$ cat src/design/fifo_queue_with_search_assert.svh
// assertion macros for the queue design files
`ifndef FIFO_QUEUE_WITH_SEARCH_ASSERT_SVH
`define FIFO_QUEUE_WITH_SEARCH_ASSERT_SVH

// condition holds at every clock edge out of reset
`define FQS_ASSERT_ALWAYS(label, cond, msg) \
   label: assert property (@(posedge clock) disable iff (reset) (cond)) else $error(msg);

// consequent holds in the same cycle as the antecedent
`define FQS_ASSERT_IMPL(label, ante, cons, msg) \
   label: assert property (@(posedge clock) disable iff (reset) (ante) |-> (cons)) \
      else $error(msg);

// consequent holds in the cycle after the antecedent
`define FQS_ASSERT_NEXT(label, ante, cons, msg) \
   label: assert property (@(posedge clock) disable iff (reset) (ante) |=> (cons)) \
      else $error(msg);

`endif

$ cat src/design/fqs_pkg.sv
// types, constants and helper functions of the searchable queue
package fqs_pkg;

   localparam int DEPTH   = 16;
   localparam int WIDTH   = 32;
   localparam int PTR_W   = (DEPTH > 1) ? $clog2(DEPTH) : 1;
   localparam int CNT_W   = $clog2(DEPTH + 1);
   localparam int SUM_W   = PTR_W + 2;
   localparam int COUNT_W = 5;

   localparam logic [1:0] FN_PUSH      = 2'd0;
   localparam logic [1:0] FN_POP_FRONT = 2'd1;
   localparam logic [1:0] FN_POP_REAR  = 2'd2;
   localparam logic [1:0] FN_SEARCH    = 2'd3;

   localparam logic [1:0] ST_OK    = 2'd0;
   localparam logic [1:0] ST_EMPTY = 2'd1;
   localparam logic [1:0] ST_FULL  = 2'd2;

   typedef struct packed {
      logic [1:0]         func;
      logic signed [31:0] value;
   } req_type;

   typedef struct packed {
      logic [1:0]         status;
      logic signed [31:0] popped;
      logic               found;
      logic [COUNT_W-1:0] count;
      logic signed [31:0] head_entry;
      logic signed [31:0] tail_entry;
   } rsp_type;

   // sign-extend the 32-bit request value, keep the stored entry width
   function automatic logic [WIDTH-1:0] to_entry(input logic [31:0] v);
      logic [63:0] ext;
      ext = 64'($signed(v));
      return ext[WIDTH-1:0];
   endfunction

   // sign-extend a stored entry and cut it to a 32-bit result field
   function automatic logic [31:0] to_field(input logic [WIDTH-1:0] e);
      logic [63:0] ext;
      ext = 64'($signed(e));
      return ext[31:0];
   endfunction

   // position of the entry ofs places behind the front
   function automatic logic [PTR_W-1:0] slot(input logic [PTR_W-1:0] head,
                                             input logic [CNT_W-1:0] ofs);
      logic [SUM_W-1:0] sum;
      sum = SUM_W'(head) + SUM_W'(ofs);
      if (sum >= SUM_W'(DEPTH)) begin
         sum = sum - SUM_W'(DEPTH);
      end
      return sum[PTR_W-1:0];
   endfunction

endpackage

$ cat src/design/fqs_ram.sv
// simple dual-port synchronous ram, one write and one registered read port
module fqs_ram #(
   parameter int DEPTH_P = 16,
   parameter int WIDTH_P = 32,
   parameter int ADDR_W  = (DEPTH_P > 1) ? $clog2(DEPTH_P) : 1
) (
   input  logic               clock,
   input  logic               wr_en,
   input  logic [ADDR_W-1:0]  wr_addr,
   input  logic [WIDTH_P-1:0] wr_data,
   input  logic               rd_en,
   input  logic [ADDR_W-1:0]  rd_addr,
   output logic [WIDTH_P-1:0] rd_data
);

   logic [WIDTH_P-1:0] mem [DEPTH_P];
   logic [WIDTH_P-1:0] rd_data_ff;

   always_ff @(posedge clock) begin
      if (wr_en) begin
         mem[wr_addr] <= wr_data;
      end
   end

   always_ff @(posedge clock) begin
      if (rd_en) begin
         rd_data_ff <= mem[rd_addr];
      end
   end

   assign rd_data = rd_data_ff;

endmodule

$ cat src/design/fifo_queue_with_search.sv
// Bounded queue of DEPTH entries with push at the rear, pop at either end and
// a search for a value; every request gives exactly one response. Entries sit
// in a single-port-read ram addressed as a ring from a head pointer, while the
// front and rear entries are also held in registers so that pops return at
// once. From acceptance, a push, or any refused or empty-queue request, goes
// straight to the done state; a pop first reads the new front or rear entry
// from the ram, unless the queue becomes empty; a search reads one entry per
// cycle, ending early on the first match. A new request is taken once the
// previous one has reached the response register, even while that response is
// still stalled.
`include "fifo_queue_with_search_assert.svh"

module fifo_queue_with_search
   import fqs_pkg::*;
(
   input  logic    clock,
   input  logic    reset,
   input  logic    req_valid,
   output logic    req_stall,
   input  req_type req_data,
   output logic    rsp_valid,
   input  logic    rsp_stall,
   output rsp_type rsp_data
);

   localparam logic [1:0] S_IDLE = 2'd0;
   localparam logic [1:0] S_FILL = 2'd1;
   localparam logic [1:0] S_SCAN = 2'd2;
   localparam logic [1:0] S_DONE = 2'd3;

   logic [1:0]       state_ff, state_in;
   logic [PTR_W-1:0] head_ptr_ff, head_ptr_in;
   logic [CNT_W-1:0] occ_ff, occ_in;
   logic [WIDTH-1:0] head_val_ff, head_val_in;
   logic [WIDTH-1:0] tail_val_ff, tail_val_in;
   logic [1:0]       func_ff, func_in;
   logic [WIDTH-1:0] key_ff, key_in;
   logic [1:0]       status_ff, status_in;
   logic [31:0]      popped_ff, popped_in;
   logic             found_ff, found_in;
   logic [CNT_W-1:0] idx_ff, idx_in;
   logic             rsp_valid_ff, rsp_valid_in;
   rsp_type          rsp_data_ff, rsp_data_in;

   logic             wr_en;
   logic [PTR_W-1:0] wr_addr;
   logic [WIDTH-1:0] wr_data;
   logic             rd_en;
   logic [PTR_W-1:0] rd_addr;
   logic [WIDTH-1:0] rd_data;

   logic             accept;
   logic [WIDTH-1:0] req_entry;
   logic [CNT_W-1:0] idx_next;

   fqs_ram #(
      .DEPTH_P (DEPTH),
      .WIDTH_P (WIDTH),
      .ADDR_W  (PTR_W)
   ) u_ram (
      .clock   (clock),
      .wr_en   (wr_en),
      .wr_addr (wr_addr),
      .wr_data (wr_data),
      .rd_en   (rd_en),
      .rd_addr (rd_addr),
      .rd_data (rd_data)
   );

   assign req_stall = (state_ff != S_IDLE);
   assign accept    = req_valid && !req_stall;
   assign req_entry = to_entry(req_data.value);
   assign idx_next  = idx_ff + CNT_W'(1);

   always_comb begin
      state_in     = state_ff;
      head_ptr_in  = head_ptr_ff;
      occ_in       = occ_ff;
      head_val_in  = head_val_ff;
      tail_val_in  = tail_val_ff;
      func_in      = func_ff;
      key_in       = key_ff;
      status_in    = status_ff;
      popped_in    = popped_ff;
      found_in     = found_ff;
      idx_in       = idx_ff;
      rsp_valid_in = rsp_valid_ff && rsp_stall;
      rsp_data_in  = rsp_data_ff;
      wr_en        = 1'b0;
      wr_addr      = slot(head_ptr_ff, occ_ff);
      wr_data      = req_entry;
      rd_en        = 1'b0;
      rd_addr      = head_ptr_ff;

      case (state_ff)
         S_IDLE: begin
            if (accept) begin
               func_in   = req_data.func;
               key_in    = req_entry;
               status_in = ST_OK;
               popped_in = '0;
               found_in  = 1'b0;
               idx_in    = '0;
               state_in  = S_DONE;
               case (req_data.func)
                  FN_PUSH: begin
                     if (occ_ff == CNT_W'(DEPTH)) begin
                        status_in = ST_FULL;
                     end else begin
                        wr_en       = 1'b1;
                        occ_in      = occ_ff + CNT_W'(1);
                        tail_val_in = req_entry;
                        if (occ_ff == '0) begin
                           head_val_in = req_entry;
                        end
                     end
                  end
                  FN_POP_FRONT: begin
                     if (occ_ff == '0) begin
                        status_in = ST_EMPTY;
                     end else begin
                        popped_in   = to_field(head_val_ff);
                        head_ptr_in = slot(head_ptr_ff, CNT_W'(1));
                        occ_in      = occ_ff - CNT_W'(1);
                        rd_addr     = slot(head_ptr_ff, CNT_W'(1));
                        // fetch the new front unless the queue drains
                        if (occ_ff != CNT_W'(1)) begin
                           rd_en    = 1'b1;
                           state_in = S_FILL;
                        end
                     end
                  end
                  FN_POP_REAR: begin
                     if (occ_ff == '0) begin
                        status_in = ST_EMPTY;
                     end else begin
                        popped_in = to_field(tail_val_ff);
                        occ_in    = occ_ff - CNT_W'(1);
                        rd_addr   = slot(head_ptr_ff, occ_ff - CNT_W'(2));
                        if (occ_ff != CNT_W'(1)) begin
                           rd_en    = 1'b1;
                           state_in = S_FILL;
                        end
                     end
                  end
                  default: begin
                     if (occ_ff != '0) begin
                        rd_en    = 1'b1;
                        rd_addr  = head_ptr_ff;
                        state_in = S_SCAN;
                     end
                  end
               endcase
            end
         end
         S_FILL: begin
            if (func_ff == FN_POP_FRONT) begin
               head_val_in = rd_data;
            end else begin
               tail_val_in = rd_data;
            end
            state_in = S_DONE;
         end
         S_SCAN: begin
            // read of the next entry overlaps the compare of this one
            rd_addr = slot(head_ptr_ff, idx_next);
            rd_en   = (idx_next < occ_ff);
            if (rd_data == key_ff) begin
               found_in = 1'b1;
               state_in = S_DONE;
            end else if (idx_next == occ_ff) begin
               state_in = S_DONE;
            end else begin
               idx_in = idx_next;
            end
         end
         S_DONE: begin
            if (!rsp_valid_ff || !rsp_stall) begin
               rsp_valid_in           = 1'b1;
               rsp_data_in.status     = status_ff;
               rsp_data_in.popped     = popped_ff;
               rsp_data_in.found      = found_ff;
               rsp_data_in.count      = COUNT_W'(occ_ff);
               rsp_data_in.head_entry = (occ_ff == '0) ? '0 : to_field(head_val_ff);
               rsp_data_in.tail_entry = (occ_ff == '0) ? '0 : to_field(tail_val_ff);
               state_in               = S_IDLE;
            end
         end
         default: begin
            state_in = S_IDLE;
         end
      endcase
   end

   always_ff @(posedge clock) begin
      if (reset) begin
         state_ff     <= S_IDLE;
         head_ptr_ff  <= '0;
         occ_ff       <= '0;
         rsp_valid_ff <= 1'b0;
      end else begin
         state_ff     <= state_in;
         head_ptr_ff  <= head_ptr_in;
         occ_ff       <= occ_in;
         rsp_valid_ff <= rsp_valid_in;
      end
   end

   always_ff @(posedge clock) begin
      head_val_ff <= head_val_in;
      tail_val_ff <= tail_val_in;
      func_ff     <= func_in;
      key_ff      <= key_in;
      status_ff   <= status_in;
      popped_ff   <= popped_in;
      found_ff    <= found_in;
      idx_ff      <= idx_in;
      rsp_data_ff <= rsp_data_in;
   end

   assign rsp_valid = rsp_valid_ff;
   assign rsp_data  = rsp_data_ff;

   `FQS_ASSERT_ALWAYS(a_occ_bound, occ_ff <= CNT_W'(DEPTH), "occupancy above capacity")
   `FQS_ASSERT_NEXT(a_accept_busy, accept, state_ff != S_IDLE, "request taken but no work started")
   `FQS_ASSERT_IMPL(a_full_count, rsp_valid_ff && rsp_data_ff.status == ST_FULL, rsp_data_ff.count == COUNT_W'(DEPTH), "full status with spare room")
   `FQS_ASSERT_IMPL(a_empty_resp, rsp_valid_ff && rsp_data_ff.status == ST_EMPTY, rsp_data_ff.count == '0 && rsp_data_ff.popped == '0, "empty status on a non-empty queue")

endmodule

$ cat config.mk
export PLATFORM = sky130hd
export DESIGN_NAME = fifo_queue_with_search
export DESIGN_NICKNAME = d
export VERILOG_FILES = /design/src/design/fqs_pkg.sv /design/src/design/fqs_ram.sv /design/src/design/fifo_queue_with_search.sv
export VERILOG_INCLUDE_DIRS = /design/src /design/src/design
export SDC_FILE = /design/constraint.sdc
export NUM_CORES = 1
export LEC_CHECK = 0
export ABC_AREA = 1
export ABC_CLOCK_PERIOD_IN_PS = 13900
export BUFFER_PORTS_ARGS = -buffer_cell sky130_fd_sc_hd__buf_4
export CAP_MARGIN = 25
export CORE_AREA = 2 2 294 296
export CTS_CLUSTER_SIZE = 8
export DETAILED_ROUTE_END_ITERATION = 6
export DIE_AREA = 0 0 296 298
export GPL_ROUTABILITY_DRIVEN = 0
export GPL_TIMING_DRIVEN = 0
export HOLD_SLACK_MARGIN = 0.08
export PLACE_DENSITY = 0.56
export SETUP_SLACK_MARGIN = 0.1
export SLEW_MARGIN = 20
export SYNTH_ARGS = -nofsm -noshare
export SYNTH_HDL_FRONTEND = slang
export SYNTH_HIERARCHICAL = 1
export SYNTH_SLANG_ARGS = --single-unit
$ cat constraint.sdc
create_clock -name clock -period 13.9 [get_ports clock]
set_clock_uncertainty 0.05 [all_clocks]
set_input_delay 3.475 -clock clock [delete_from_list [all_inputs] [get_ports clock]]
set_output_delay 3.475 -clock clock [all_outputs]
set_load 0.02 [all_outputs]
## Yosys cells after proc, flatten, opt, wreduce, memory -nomap -nowiden

Memory sizes are Yosys's and may differ from the RTL's. A register that Yosys moved wholly into a read port is not among the register bits.
Cells that the tools add are included.

| operators by class | value |
|---|---|
| $add $sub $neg | 12 |
| multiply operators | 0 |
| divide/modulo/power cells | 0 |
| magnitude comparators | 5 |
| eq/ne operators | 23 |
| shift-type cells | 0 |
| multiplexer cells | 59 |
| bitwise operators | 0 |
| reduce and logical (&&, ||, !) cells | 24 |

Operators by type and width:

| operator | count |
|---|---|
| 32-bit two-way mux | 11 |
| 32-bit case mux with 2 select lines | 3 |
| 32-bit == test | 1 |
| 4-bit two-way mux | 7 |
| 5-bit two-way mux | 5 |
| 2-bit inequality test, second input constant | 11 |
| 5-bit case mux with 2 select lines | 2 |
| 4-bit by 5-bit adder with 6-bit output | 3 |
| 6-bit by 5-bit >= comparator with 1-bit output, second input constant | 3 |
| 1-bit two-way mux | 16 |
| 4-bit case mux with 2 select lines | 2 |
| 4-bit by 1-bit subtractor with 4-bit output, second input constant | 4 |
| 2-bit two-way mux | 7 |
| 5-bit by 1-bit adder with 5-bit output, second input constant | 2 |
| 5-bit AND reduction | 2 |
| 3-bit AND reduction | 3 |
| 2-bit case mux with 2 select lines | 2 |
| 2-bit case mux with 4 select lines | 1 |
| 2-bit nonzero test | 4 |
| 2-bit by 1-bit == test with 1-bit output, second input constant | 3 |
| 2-bit == test, second input constant | 3 |
| 1-bit case mux with 2 select lines | 3 |
| 6-bit AND reduction | 1 |
| 4-bit by 1-bit adder with 5-bit output, second input constant | 1 |
| 18 further kinds | 23 |

| storage, ports and cells | value |
|---|---|
| register bits after elaboration | 254 |
| latch bits | 0 |
| RAM bits | 512 |
| ROM bits | 0 |
| input port bits | 38 |
| output and inout bits | 106 |
| logic and storage cells | 142 |
| memories | 1 |

Memory list:

| memory | depth | width | read ports | clocked after Yosys merged registers in | write ports | RTL line | source |
|---|---|---|---|---|---|---|---|
| u_ram.mem | 16 | 32 | 1 | 1 | 1 | fqs_ram.sv:16 | `logic [WIDTH_P-1:0] mem [DEPTH_P];` |

## Logic depth before layout (Yosys ltp)

Gate-level depths: netlist of the first run.

| logic depth | value |
|---|---|
| word-level depth | 8 |
| depth in mapped cells | 18 |
| depth with buffers taken out | 16 |

## Cells and area by module

Netlist of the first run, hierarchy kept.

By module, submodules not included:

| module | instances | cells an instance | area each (µm²) | sequential area each (µm²) |
|---|---|---|---|---|
| fqs_ram | 1 | 2120 | 23050.9 | 16335.7 |
| fifo_queue_with_search | 1 | 921 | 10764.1 | 7507.2 |

## Least setup slack after synthesis of the first run

No wires, ideal clock.

| path | value |
|---|---|
| kind | input -> register |
| start point | in rsp_stall |
| end point | reg rsp_data_ff, in the netlist rsp_data[0], enable pin |
| library setup time | 0.601 ns |
| arrival time | 8.384 ns |
| data required time | 13.249 ns |
| path slack | 4.865 ns |
| stages | 1 |
| path buffers | 0 |
| path through | a21oi_1 |

| on the way | value |
|---|---|
| word-level cells in the longest chain between the ends | 3 |

Ends and longest elaborated chain:

| element | RTL line | source |
|---|---|---|
| from (decl) | fifo_queue_with_search.sv:22 | `input logic rsp_stall,` |
| 1-bit logical NOT | fifo_queue_with_search.sv:178 | `if (!rsp_valid_ff \|\| !rsp_stall) begin` |
| 1-bit logical OR | fifo_queue_with_search.sv:178 |  |
| 2-bit AND reduction (no line) | -- |  |
| to (signal assigned) | fifo_queue_with_search.sv:218 | `rsp_data_ff <= rsp_data_in;` |
| to (decl) | fifo_queue_with_search.sv:43 | `rsp_type rsp_data_ff, rsp_data_in;` |

No other way between the ends.
A chain may end at the register's enable or synchronous reset.

## Worst setup path after layout of the first run

| path | value |
|---|---|
| start point | in req_data[32] in the netlist's numbering |
| end point | reg u_ram.rd_data_ff[7], in the netlist u_ram/rd_data[7], read port of u_ram.mem, data pin |

| on the way | value |
|---|---|
| elaborated cells on any way between the ends | 10 |
| classes of those cells | 2 x eq/ne; 6 x mux; 2 x reduce/logical |

RTL lines:

| element | RTL line | source |
|---|---|---|
| from (decl) | fifo_queue_with_search.sv:20 | `input req_type req_data,` |
| 2-bit == test / 2-bit by 1-bit == test with 1-bit output (equally long branches) | fifo_queue_with_search.sv:105 | `case (req_data.func)` |
| 4-bit case mux with 2 select lines (*) | fifo_queue_with_search.sv:105 |  |
| 4-bit two-way mux (*) | fifo_queue_with_search.sv:97 | `if (accept) begin` |
| 4-bit case mux with 2 select lines (*) | fifo_queue_with_search.sv:95 | `case (state_ff)` |
| named net rd_addr[2] | fifo_queue_with_search.sv:49 | `logic [PTR_W-1:0] rd_addr;` |
| to (decl) | fqs_ram.sv:17 | `logic [WIDTH_P-1:0] rd_data_ff;` |

Mark *: on every way through the listed nets, which the timed path passes. The rest lies on a longest branch.

==> summary.md, run 1 <==
| Metric | Value |
|---|---|
| Worst reg2reg startpoint | occ_ff[1] |
| CTS tree | built |
| Num Clock Sinks | 798 |
| Pint | 5.219 mW |
| Postcts setup bufs | 0 |
| Vias in the first global route | 21060 |
| #FFs+latches synth | 798 |
| Startpoint types | primary input |
| Via count | 21750 |
| Part of the power in combinational logic | 0.339 |
| WP data required | 14.21 ns |
| Post-synthesis sequential area ratio | 0.7051 |
| Share of layout cells above drive strength 1 | 0.1240 |
| Drt initial violations | 1685 |
| Mux contribution to synthesized area | 0 |
| GRT Total Usage | 0.2071 |
| Multi-input gate area | 7355 um^2 |
| Post-detailed-route count of antenna-violating nets | 0 |
| CTS max path bufs | 3 |
| Initial core utilization | 0.3984 |
| Net Sw Power | 3.010 mW |
| Arrival time at the worst endpoint | 7.27 ns |
| Post-Synth XOR/XNOR Area | 0.009065 |
| IR drop worst, VDD | 0.0001125 V |
| Final Max Slew Viols | 0 |
| Vias per cell | 4.851 |
| Synthesized cell area | 33810 um^2 |
| First-pass GRT wire length | 134300 um |
| RSZ-0062 raised after global routing | no |
| # fillers | 7729 |
| Core region area | 84880 um^2 |
| Worst Setup End Kind | flop |
| Clock network power share | 0.283 |
| Buffers on Ports | 143 |
| Drt wl/cell | 20.29 um |
| Fin nets | 3396 |
| Die H | 298 um |
| Run status | completed |
| Clk Latency, worst-skew pair | 0.65 ns |
| Ys Warns | 6 |
| Area share of the leading cell type in the synthesized netlist | 0.6980 |
| Post-synthesis simple-gate area fraction | 0.1753 |
| Most common cell in the netlist | nand2_1 |
| Primary FF master, synth | edfxtp_1 |
| Critical-path top delay cell | clkbuf_1 |
| Total grt overflow | 0 |
| Pwr dens | 205.4 nW/um^2 |
| Post-synth top cells | nand2_1 (975), edfxtp_1 (786), inv_1 (506) |
| Pleak | 16.59 nW |
| R2r setup slk | 9.22 ns |
| Post-Synthesis Cells | 3041 |
| Syn_area_per_cell | 11.12 um^2 |
| Largest net degree at the start of global routing | 39 |
| Finished Layout Cells | 4484 |
| Clk slew on worst S/H paths | 0.05 ns |
| Synth Area in Adders | 0.01288 |
| HP Start | popped_ff[18] |
| Clock buffer count from CTS | 109 |
| Sequential Power Share | 0.378 |
| Setup-violating endpoint count in the final report | 0 |
| Die area | 88210 um^2 |
| Hpwl dp | 62560 um |
| Netlist cell types | 38 |
| Area leader, netlist | edfxtp_1 |
| Main area contributors after synthesis | edfxtp_1 (70%), nand2_1 (11%), nand3_1 (5.9%) |
| Cell Chain, Critical Path | buf_4 -> inv_1 -> ha_1 -> buf_2 -> inv_2 -> nor2_2 -> inv_1 -> a21oi_1 -> o22ai_1 -> nand2_1 -> o211ai_1 -> buf_2 -> clkbuf_1 -> nand3_1 -> nand3_1 -> nand2_1 |
| Net Count, Synth | 3112 |
| Slew @ Worst Pin | 1.177 ns |
| Hold/Removal Path Class | flop to flop |
| Combinational family with the most area after synthesis | simple AND/OR/NAND/NOR gates |
| H-tree depth | 3 |
| Post-CTS Hold Fix Bufs | 0 |
| Asr flop ratio synth | 0 |
| Crit path from | req_data[32] |
| WS Path Type | primary input to flop |
| Post-route setup TNS | 0 ns |
| Tmin final | 6.959 ns |
| Switching Fraction | 0.3658 |
| EDFF count, synth | 786 |
| Critical path fanouts, max | 10 |
| Root Buffer | clkbuf_16 |
| P&R area growth vs syn | 18.45% |
| Max Cap Viol | 0 |
| Die W | 296 um |
| Fmax | 0.1437 GHz |
| DP Cell Count | 4358 |
| Drt first pass iters | 5 |
| Slew margin rel. | 0.2152 |
| Worst path max stage delay | 0.92 ns |
| IO Pins | 144 |
| Synth Area in Compound Gates | 0.01506 |
| Register area | 23840 um^2 |
| Initial antenna violation count | 0 |
| Rows | 107 |
| Routed Wire Length | 90960 um |
| Cts repair resizes | 0 |
| Remaining routing DRC violations | 0 |
| Endpoints failing hold | 0 |
| Period utilization | 0.5007 |
==> metal layers <==
layer	global-route usage	vias to the layer above	wire length, um
li1	-	10450	-
met1	0.2758	10350	37960
met2	0.3462	796	43490
met3	0.03126	152	6910
met4	0.06878	0	2602
met5	0	-	0
==> registers in the layout (all words and copies together) (netlist names), 2 cells and up <==
signal	flops
u_ram/mem	512
rsp_data	104
head_val_ff	32
key_ff	32
popped_ff	32
tail_val_ff	32
u_ram/rd_data	32
idx_ff	5
occ_ff	5
head_ptr_ff	4
func_ff	2
state_ff	2
status_ff	2
==> layout by cell type, fill, tap and decap left out, types with 2 or more instances in the layout <==
| master | Yosys | final |
|---|---|---|
| ha_1 | 30 | 30 |
| xor2_1 | 7 | 7 |
| clkbuf_1 | 24 | 34 |
| nand3_1 | 398 | 398 |
| nand2_1 | 975 | 975 |
| buf_2 | 49 | 49 |
| buf_16 | 0 | 13 |
| edfxtp_1 | 786 | 786 |
| inv_4 | 1 | 2 |
| inv_1 | 506 | 505 |
| o211ai_1 | 3 | 3 |
| dfxtp_1 | 12 | 12 |
| inv_16 | 0 | 2 |
| buf_4 | 10 | 153 |
| nor2_1 | 51 | 35 |
| nand3b_1 | 2 | 2 |
| o21ai_0 | 18 | 18 |
| clkbuf_16 | 0 | 110 |
| buf_6 | 33 | 36 |
| fa_1 | 3 | 3 |
| o22ai_1 | 3 | 3 |
| nor2_4 | 1 | 17 |
| nand4_1 | 2 | 2 |
| o21ai_1 | 4 | 4 |
| xnor2_1 | 28 | 28 |
| inv_2 | 5 | 5 |
| buf_1 | 18 | 18 |
| o21bai_1 | 2 | 2 |
| buf_12 | 1 | 14 |
| a21oi_1 | 56 | 55 |
==> per-stage QoR <==
stage	hold WS, ns	setup slack [ns]	utilization	cell area (um^2)	total power, mW
2_1_floorplan	0.3503	4.865	-	33810	4.779
3_3_place_gp	0.3537	2.420	0.4279	36320	5.854
3_5_place_dp	0.3545	6.418	0.4379	37170	5.923
4_1_cts	0.3601	7.097	0.4719	40050	8.267
5_1_grt	0.3690	6.849	0.4719	40050	8.634
6_report	0.3635	6.941	0.4719	40050	8.229
==> layout make-up <==
cell class	instances	area share
sequential	798	0.5953
antenna	1	0.00006248
clock buffer	120	0.06966
timing repair buffer	173	0.04345
tap	1144	0.03574
buffer	135	0.02171
inverter	512	0.04811
multi-input combinational	1596	0.1836
clock inverter	5	0.002374
==> kinds of logic (layout without fill, tap and decap cells) <==
group / count (synthesis) / count (layout)
adders and majority gates: 33 / 33
buffers and inverters: 647 / 945
xor gates and xnor gates: 35 / 35
AOI/OAI and AO/OA: 94 / 94
and+or+nand+nor: 1434 / 1434
other: 0 / 1
DFF: 798 / 798
==> power groups by stage <==
stage                     clock network (mW)  registers (mW)  logic (mW)
final                                   2.33            3.11        2.79
after global routing                    2.47            3.13        3.03
after CTS                               2.38            3.11        2.78
after detailed placement                   0            3.16        2.76
after global placement                     0            3.20        2.66
after floorplan                            0            3.21        1.57
==> worst paths after layout <==
path	end	depth (start not counted)
max	u_ram/rd_data[7]	16
min	rsp_data[88]	0
min reg2reg	rsp_data[88]	0
max reg2reg	u_ram/rd_data[7]	15
==> worst max-delay path, delay by kind of cell <==
kind	cells	cell delay (ns)
compound gates	3	0.41
simple gates	5	0.91
fa+ha+maj	1	0.28
buf+inv	7	2.17
No activity file was read; power rests on OpenSTA's default activity.
==> run 2, diff against run 1 <==
--- a/config.mk
+++ b/config.mk
@@ -7,7 +7,7 @@
 export NUM_CORES = 1
 export LEC_CHECK = 0
 export ABC_AREA = 1
-export ABC_CLOCK_PERIOD_IN_PS = 13900
+export ABC_CLOCK_PERIOD_IN_PS = 5600
 export BUFFER_PORTS_ARGS = -buffer_cell sky130_fd_sc_hd__buf_4
 export CAP_MARGIN = 25
 export CORE_AREA = 2 2 294 296
@@ -17,7 +17,7 @@
 export GPL_ROUTABILITY_DRIVEN = 0
 export GPL_TIMING_DRIVEN = 0
 export HOLD_SLACK_MARGIN = 0.08
-export PLACE_DENSITY = 0.56
+export PLACE_DENSITY = 0.58
 export SETUP_SLACK_MARGIN = 0.1
 export SLEW_MARGIN = 20
 export SYNTH_ARGS = -nofsm -noshare
==> constraint.sdc (replaced) <==
create_clock -name clock -period 5.6 [get_ports clock]
set_clock_uncertainty 0.05 [all_clocks]
set_input_delay 1.4 -clock clock [delete_from_list [all_inputs] [get_ports clock]]
set_output_delay 1.4 -clock clock [all_outputs]
set_load 0.02 [all_outputs]
==> run 2 against run 1 <==
Against the previous run:
- die area unchanged
- total power up 150%
- combinational power up 150%
- worst setup slack worse by 6.1 ns
- cell count about the same
- count of clock-buffer cells in the layout up 2
- sequential power up 150%
- critical endpoint unchanged
- largest power group unchanged
- highest routed layer unchanged
==> summary.md, run 2 (synthesis gave the netlist of run 1 again) <==
| Metric | Value |
|---|---|
| Period utilization | 0.8432 |
| Hold Path End | rsp_data[79] (was rsp_data[88]) |
| Slew margin rel. | 0.2316 (was 0.2152) |
| First-pass GRT wire length | 133200 um (was 134300 um) |
| Die H | 298 um (unchanged) |
| IO Pins | 144 (unchanged) |
| Final Max Slew Viols | 0 (unchanged) |
| Post-CTS Hold Fix Bufs | 0 (unchanged) |
| Rows | 107 (unchanged) |
| Part of the power in combinational logic | 0.338 (was 0.339) |
| Register area | 23840 um^2 (unchanged) |
| Net Sw Power | 7.436 mW (was 3.010 mW) |
| Tmin final | 4.722 ns |
| Post-route setup TNS | 0 ns (unchanged) |
| Hold path depth | 0 (unchanged) |
| HP Start | popped_ff[9] (was popped_ff[18]) |
| Clock network power share | 0.284 (was 0.283) |
| Length in cells of the worst reg-to-reg path | 15 (unchanged) |
| R2r setup slk | 1.14 ns (was 9.22 ns) |
| RSZ-0062 raised after global routing | no (unchanged) |
| Buffers on Ports | 143 (unchanged) |
| Core region area | 84880 um^2 (unchanged) |
| Largest Register | u_ram/mem (unchanged) |
| Largest net degree at the start of global routing | 38 (was 39) |
| Pint | 12.97 mW (was 5.219 mW) |
| GRT Total Usage | 0.2050 (was 0.2071) |
| Postcts setup bufs | 0 (unchanged) |
| Worst path max stage delay | 0.86 ns (was 0.92 ns) |
| Post-detailed-route count of antenna-violating nets | 0 (unchanged) |
| Initial antenna violation count | 0 (unchanged) |
| Die area | 88210 um^2 (unchanged) |
| Drt initial violations | 2020 (was 1685) |
| Fin nets | 3393 (was 3396) |
| Vias per cell | 4.856 (was 4.851) |
| Commonest non-fill, non-tap cell in the layout | nand2_1 (unchanged) |
| CTS tree | built (unchanged) |
| Cts repair resizes | 0 (unchanged) |
| Startpoint types | primary input (unchanged) |
| IR drop worst, VDD | 0.0002827 V (was 0.0001125 V) |
| Cell Chain, Critical Path | buf_4 -> inv_1 -> ha_1 -> buf_2 -> inv_2 -> nor2_2 -> inv_1 -> a21oi_1 -> o22ai_1 -> nand2_1 -> o211ai_1 -> buf_2 -> clkbuf_1 -> nand3_1 -> nand3_1 -> nand2_1 (unchanged) |
| Switching Fraction | 0.3643 (was 0.3658) |
| Multi-input gate area | 7355 um^2 (unchanged) |
| CTS max path bufs | 3 (unchanged) |
| Sequential Power Share | 0.378 (about the same) |
| Fmax | 0.2118 GHz |
| Share of layout cells above drive strength 1 | 0.1234 (was 0.1240) |
| Most frequent cells in the layout | nand2_1 (975), edfxtp_1 (786), inv_1 (505) (unchanged) |
| Initial core utilization | 0.3984 (unchanged) |
| Max Cap Viol | 0 (unchanged) |
| Max reg flops | 512 (unchanged) |
| Via count | 21760 (was 21750) |
| Drt first pass iters | 5 (unchanged) |
| Clk Latency, worst-skew pair | 0.66 ns (was 0.65 ns) |
| Worst Setup End Kind | flop (unchanged) |
| Finished Layout Cells | 4482 (was 4484) |
| Critical path fanouts, max | 10 (unchanged) |
| # fillers | 7631 (was 7729) |
| Drt wl/cell | 20.16 um (was 20.29 um) |
| WP data required | 5.93 ns (was 14.21 ns) |
| Endpoints failing hold | 0 (unchanged) |
| Hpwl dp | 61720 um (was 62560 um) |
| P&R area growth vs syn | 18.36% (was 18.45%) |
| Arrival time at the worst endpoint | 5.05 ns (was 7.27 ns) |
| Slew @ Worst Pin | 1.153 ns (was 1.177 ns) |
| Remaining routing DRC violations | 0 (unchanged) |
| Hold/Removal Path Class | flop to flop (unchanged) |
| Num Clock Sinks | 798 (unchanged) |
| DP Cell Count | 4355 (was 4358) |
| Critical-path top delay cell | clkbuf_1 (unchanged) |
| Clock buffer count from CTS | 109 (unchanged) |
| Pleak | 16.57 nW (was 16.59 nW) |
| Die W | 296 um (unchanged) |
| Vias in the first global route | 20890 (was 21060) |
| Root Buffer | clkbuf_16 (unchanged) |
| Worst reg2reg startpoint | occ_ff[1] (unchanged) |
| Setup-violating endpoint count in the final report | 0 (unchanged) |
| # diodes | 0 (was 1) |
| WS Path Type | primary input to flop (unchanged) |
| H-tree depth | 3 (unchanged) |
| Pwr dens | 510.0 nW/um^2 (was 205.4 nW/um^2) |
| Clk slew on worst S/H paths | 0.05 ns (about the same) |
| Run status | completed (unchanged) |
| Routed Wire Length | 90370 um (was 90960 um) |
| FF-to-FF End | u_ram/rd_data[7] (unchanged) |
| Total grt overflow | 0 (unchanged) |
## run 2: cell types whose count changed in the layout (fill, tap and decap cells not counted), sizes merged
| cell | delta |
|---|---|
| buf | -3 |
| clkbuf | +2 |
| clkinv | +3 |
| diode | -1 |
| inv | -3 |
## run 2: layout make-up
class / count / area share
sequential: 798 / 0.5957
clock inverter: 5 / 0.002376
clock buffer: 122 / 0.07043
multi-input combinational: 1596 / 0.1838
buffer: 135 / 0.02173
timing repair buffer: 170 / 0.04205
inverter: 512 / 0.04814
tap: 1144 / 0.03576
## run 2: critical path: cells and delay by family
family	cells	cell delay [ns]
adders and majority gates	1	0.28
and+or+nand+nor	5	0.87
AOI/OAI and AO/OA	3	0.40
buffers and inverters	7	2.07
## run 2: power by group through the flow
stage               Clock [mW]  Combinational [mW]  Sequential [mW]
floorplan                    0                3.90             7.95
global placement             0                6.56             7.90
detailed placement           0                6.82             7.84
CTS                       5.91                6.85             7.73
global route              6.14                7.46             7.77
finish                    5.79                6.89             7.72
## run 2: routing by layer
metal,up-vias,track usage,part of all wire
li1,10460,-,-
met3,153,0.03163,0.067
met5,-,0,0
met1,10390,0.2738,0.43
met4,0,0.06457,0.025
met2,759,0.3430,0.48
## run 2: worst max-delay path by stage
stage	depth (start not counted)	slack [ns]	startpoint	to
after floorplan	6	0.32	req_valid	u_ram/mem[12][0]
after global placement	7	-2.65	req_valid	u_ram/mem[6][20]
after detailed placement	16	0.28	req_data[32]	u_ram/rd_data[7]
after CTS	16	0.98	req_data[32]	u_ram/rd_data[7]
after global routing	16	0.77	req_data[32]	u_ram/rd_data[7]
final	16	0.88	req_data[32]	u_ram/rd_data[7]
## run 2: per-stage QoR
stage               hold WS, ns  power (mW)  worst slack (ns)  cell area (um^2)  utilization
floorplan                0.3503       11.85            0.3188             33830            -
global placement         0.3537       14.46            -2.648             36330       0.4281
detailed placement       0.3545       14.65            0.2788             37110       0.4372
CTS                      0.3630       20.48            0.9800             40020       0.4715
global route             0.3658       21.37            0.7702             40020       0.4715
finish                   0.3623       20.41            0.8779             40020       0.4715
==> run 3, diff against run 2 <==
--- a/config.mk
+++ b/config.mk
@@ -6,18 +6,18 @@
 export SDC_FILE = /design/constraint.sdc
 export NUM_CORES = 1
 export LEC_CHECK = 0
-export ABC_AREA = 1
-export ABC_CLOCK_PERIOD_IN_PS = 5600
+export ABC_AREA = 0
+export ABC_CLOCK_PERIOD_IN_PS = 4900
 export BUFFER_PORTS_ARGS = -buffer_cell sky130_fd_sc_hd__buf_4
 export CAP_MARGIN = 25
-export CORE_AREA = 2 2 294 296
+export CORE_AREA = 2 2 281 283
 export CTS_CLUSTER_SIZE = 8
 export DETAILED_ROUTE_END_ITERATION = 6
-export DIE_AREA = 0 0 296 298
+export DIE_AREA = 0 0 283 285
 export GPL_ROUTABILITY_DRIVEN = 0
 export GPL_TIMING_DRIVEN = 0
 export HOLD_SLACK_MARGIN = 0.08
-export PLACE_DENSITY = 0.58
+export PLACE_DENSITY = 0.56
 export SETUP_SLACK_MARGIN = 0.1
 export SLEW_MARGIN = 20
 export SYNTH_ARGS = -nofsm -noshare
==> constraint.sdc (replaced) <==
create_clock -name clock -period 4.9 [get_ports clock]
set_clock_uncertainty 0.05 [all_clocks]
set_input_delay 1.225 -clock clock [delete_from_list [all_inputs] [get_ports clock]]
set_output_delay 1.225 -clock clock [all_outputs]
set_load 0.02 [all_outputs]
==> run 3 against run 2 <==
Against the previous run:
- global-route usage is 2.2 points lower
- sequential share of layout area is 4.5 points higher
- register-to-register slack worse by 0.82 ns
- flip-flop and latch count stayed put
- design area shrank 7.1%
- critical endpoint is now u_ram/rd_data[8]
- largest power group unchanged
==> summary.md, run 3 <==
| Metric | Value |
|---|---|
| Rows | 103 (was 107) |
| Initial antenna violation count | 6 (was 0) |
| WS Path Type | flop to flop (was primary input to flop) |
| Routed Wire Length | 73540 um (was 90370 um) |
| Slew margin rel. | 0.4106 (was 0.2316) |
| # fillers | 6447 (was 7631) |
| Total grt overflow | 0 (unchanged) |
| Switching Fraction | 0.2811 (was 0.3643) |
| IO Pins | 144 (unchanged) |
| Die H | 285 um (was 298 um) |
| # diodes | 0 (unchanged) |
| EDFF count, synth | 786 (unchanged) |
| Drt initial violations | 1443 (was 2020) |
| Finished Layout Cells | 2929 (was 4482) |
| Syn_area_per_cell | 19.79 um^2 (was 11.12 um^2) |
| GRT Total Usage | 0.1829 (was 0.2050) |
| Core region area | 77970 um^2 (was 84880 um^2) |
| Most frequent cells in the layout | edfxtp_1 (786), buf_4 (154), mux4_2 (128) (was nand2_1 (975), edfxtp_1 (786), inv_1 (505)) |
| R2r setup slk | 0.32 ns (was 1.14 ns) |
| Worst path max stage delay | 0.59 ns (was 0.86 ns) |
| Endpoints failing hold | 0 (unchanged) |
| Clock buffer count from CTS | 110 (was 109) |
| Slew @ Worst Pin | 0.8840 ns (was 1.153 ns) |
| Sequential Power Share | 0.434 (was 0.378) |
| Critical-path top delay cell | mux4_2 (was clkbuf_1) |
| CTS tree | built (unchanged) |
| Share of layout cells above drive strength 1 | 0.2773 (was 0.1234) |
| Setup-violating endpoint count in the final report | 0 (unchanged) |
| Post-synthesis sequential area ratio | 0.7739 (was 0.7051) |
| Fmax | 0.2183 GHz |
| Run status | completed (unchanged) |
| P&R area growth vs syn | 20.71% (was 18.36%) |
| #FFs+latches synth | 798 (unchanged) |
| Vias in the first global route | 16270 (was 20890) |
| Area share of the leading cell type in the synthesized netlist | 0.7661 (was 0.6980) |
| Clk slew on worst S/H paths | 0.06 ns (was 0.05 ns) |
| Buffers on Ports | 143 (unchanged) |
| Area leader, netlist | edfxtp_1 (unchanged) |
| Crit-path leading delay family | buffers and inverters (unchanged) |
| Post-detailed-route count of antenna-violating nets | 0 (unchanged) |
| Largest net degree at the start of global routing | 32 (was 38) |
| Startpoint types | flop (was primary input) |
| Critical path fanouts, max | 10 (unchanged) |
| Synthesized cell area | 30810 um^2 (was 33810 um^2) |
| Hpwl dp | 49760 um (was 61720 um) |
| WP data required | 5.25 ns (was 5.93 ns) |
| Pwr dens | 529.5 nW/um^2 (was 510.0 nW/um^2) |
| Clock network power share | 0.342 (was 0.284) |
| Hold slack | 0.3670 ns (was 0.3623 ns) |
| Largest Register | u_ram/mem (unchanged) |
| Net Count, Synth | 1628 (was 3112) |
| Drt first pass iters | 5 (unchanged) |
| Via count | 15620 (was 21760) |
| Max Cap Viol | 0 (unchanged) |
| IR drop worst, VDD | 0.0002998 V (was 0.0002827 V) |
| Die W | 283 um (was 296 um) |
| Ys Warns | 6 (unchanged) |
| Main area contributors after synthesis | edfxtp_1 (77%), mux4_2 (9.4%), a22oi_1 (1.6%) (was edfxtp_1 (70%), nand2_1 (11%), nand3_1 (5.9%)) |
| DP Cell Count | 2791 (was 4355) |
| Initial core utilization | 0.3951 (was 0.3984) |
| Final Max Slew Viols | 0 (unchanged) |
| Part of the power in combinational logic | 0.223 (was 0.338) |
| Pleak | 12.05 nW (was 16.57 nW) |
| Post-synth top cells | edfxtp_1 (786), mux4_2 (128), nand2_1 (114) (was nand2_1 (975), edfxtp_1 (786), inv_1 (506)) |
| Remaining routing DRC violations | 0 (unchanged) |
| Num Clock Sinks | 798 (unchanged) |
| Net Sw Power | 5.535 mW (was 7.436 mW) |
| Commonest non-fill, non-tap cell in the layout | edfxtp_1 (was nand2_1) |
| RSZ-0062 raised after global routing | yes (was no) |
| WP buf/inv | 4 (was 7) |
| Post-CTS Hold Fix Bufs | 0 (unchanged) |
| Period utilization | 0.9348 |
| H-tree depth | 3 (unchanged) |
| Clk Latency, worst-skew pair | 0.67 ns (was 0.66 ns) |
| Hold/Removal Path Class | flop to flop (unchanged) |
| Post-Synthesis Cells | 1557 (was 3041) |
| Asr flop ratio synth | 0 (unchanged) |
| First-pass GRT wire length | 108100 um (was 133200 um) |
| Arrival time at the worst endpoint | 4.93 ns (was 5.05 ns) |
| Vias per cell | 5.332 (was 4.856) |
| Crit-path most repeated cell | buf_4 |
| Most common cell in the netlist | edfxtp_1 (was nand2_1) |
| Pint | 14.16 mW (was 12.97 mW) |
| Drt wl/cell | 25.11 um (was 20.16 um) |
| Fin nets | 1924 (was 3393) |
| Tmin final | 4.581 ns |
| Cell Chain, Critical Path | clkinvlp_4 -> ha_1 -> or4b_4 -> clkbuf_1 -> nor2_1 -> a21oi_1 -> o21ai_0 -> buf_4 -> buf_4 -> mux4_2 -> a22oi_1 -> nand2_1 (was buf_4 -> inv_1 -> ha_1 -> buf_2 -> inv_2 -> nor2_2 -> inv_1 -> a21oi_1 -> o22ai_1 -> nand2_1 -> o211ai_1 -> buf_2 -> clkbuf_1 -> nand3_1 -> nand3_1 -> nand2_1) |
| CTS max path bufs | 3 (unchanged) |
| Die area | 80660 um^2 (was 88210 um^2) |
| Max reg flops | 512 (unchanged) |
| Primary FF master, synth | edfxtp_1 (unchanged) |
| Root Buffer | clkbuf_16 (unchanged) |
| Worst Setup End Kind | flop (unchanged) |
| Netlist cell types | 53 (was 38) |
==> run 3: layout make-up <==
cell class / instances / area, um^2 / share of cell area
flip-flops and latches: 798 / 23840 / 0.6411
multi-input cells: 663 / 6730 / 0.1810
clock buffers: 129 / 2824 / 0.07594
repair buffers: 184 / 1864 / 0.05013
well taps: 1050 / 1314 / 0.03533
plain buffers: 73 / 356.6 / 0.009589
clock inverters: 9 / 162.7 / 0.004374
inverters: 23 / 93.84 / 0.002523
==> run 3: per-layer routing <==
layer,up-vias,track usage,wire [um]
li1,6782,-,-
met1,8129,0.2439,30700
met2,566,0.2972,35540
met3,130,0.03904,5194
met4,10,0.06729,2038
met5,-,0,64
==> run 3: cell families (layout without fill, tap and decap cells) <==
group	Yosys count	count (layout)	synth area share
compound gates	149	149	0.03509
xor+xnor	49	49	0.01393
fa+ha+maj	33	33	0.01413
buf+inv	96	418	0.01373
flops	798	798	0.7739
mux	163	163	0.1064
simple gates	269	269	0.04277
==> run 3: per-stage QoR <==
stage | util | setup WS (ns) | power (mW) | area, um^2 | setup TNS [ns]
6_report | 0.4770 | 0.3194 | 19.69 | 37190 | 0
5_1_grt | 0.4770 | 0.09857 | 20.49 | 37190 | 0
4_1_cts | 0.4769 | 0.1129 | 19.92 | 37180 | 0
3_5_place_dp | 0.4384 | -0.3487 | 13.13 | 34180 | -7.633
3_3_place_gp | 0.4263 | -2.475 | 12.95 | 33230 | -1400.51
2_1_floorplan | - | 0.1237 | 11.39 | 30850 | 0
==> run 3: repair_timing <==
action                     CTS  global route
resized for setup            7             4
setup endpoints to repair   26            32
pin swaps                    0             0
buffers inserted             0             0
==> run 3: power by group through the flow <==
stage          clock network (mW)  logic, mW  registers, mW
2_1_floorplan                   0       2.62           8.77
3_3_place_gp                    0       4.22           8.73
3_5_place_dp                    0       4.45           8.68
4_1_cts                      6.89       4.47           8.56
5_1_grt                      7.14       4.74           8.60
6_report                     6.74       4.40           8.55
==> run 3: final timing paths <==
path,startpoint,to,cells after the start
setup / recovery,occ_ff[1],u_ram/rd_data[8],12
hold / removal,popped_ff[15],rsp_data[85],0
setup reg to reg,occ_ff[1],u_ram/rd_data[8],12
hold reg to reg,popped_ff[15],rsp_data[85],0
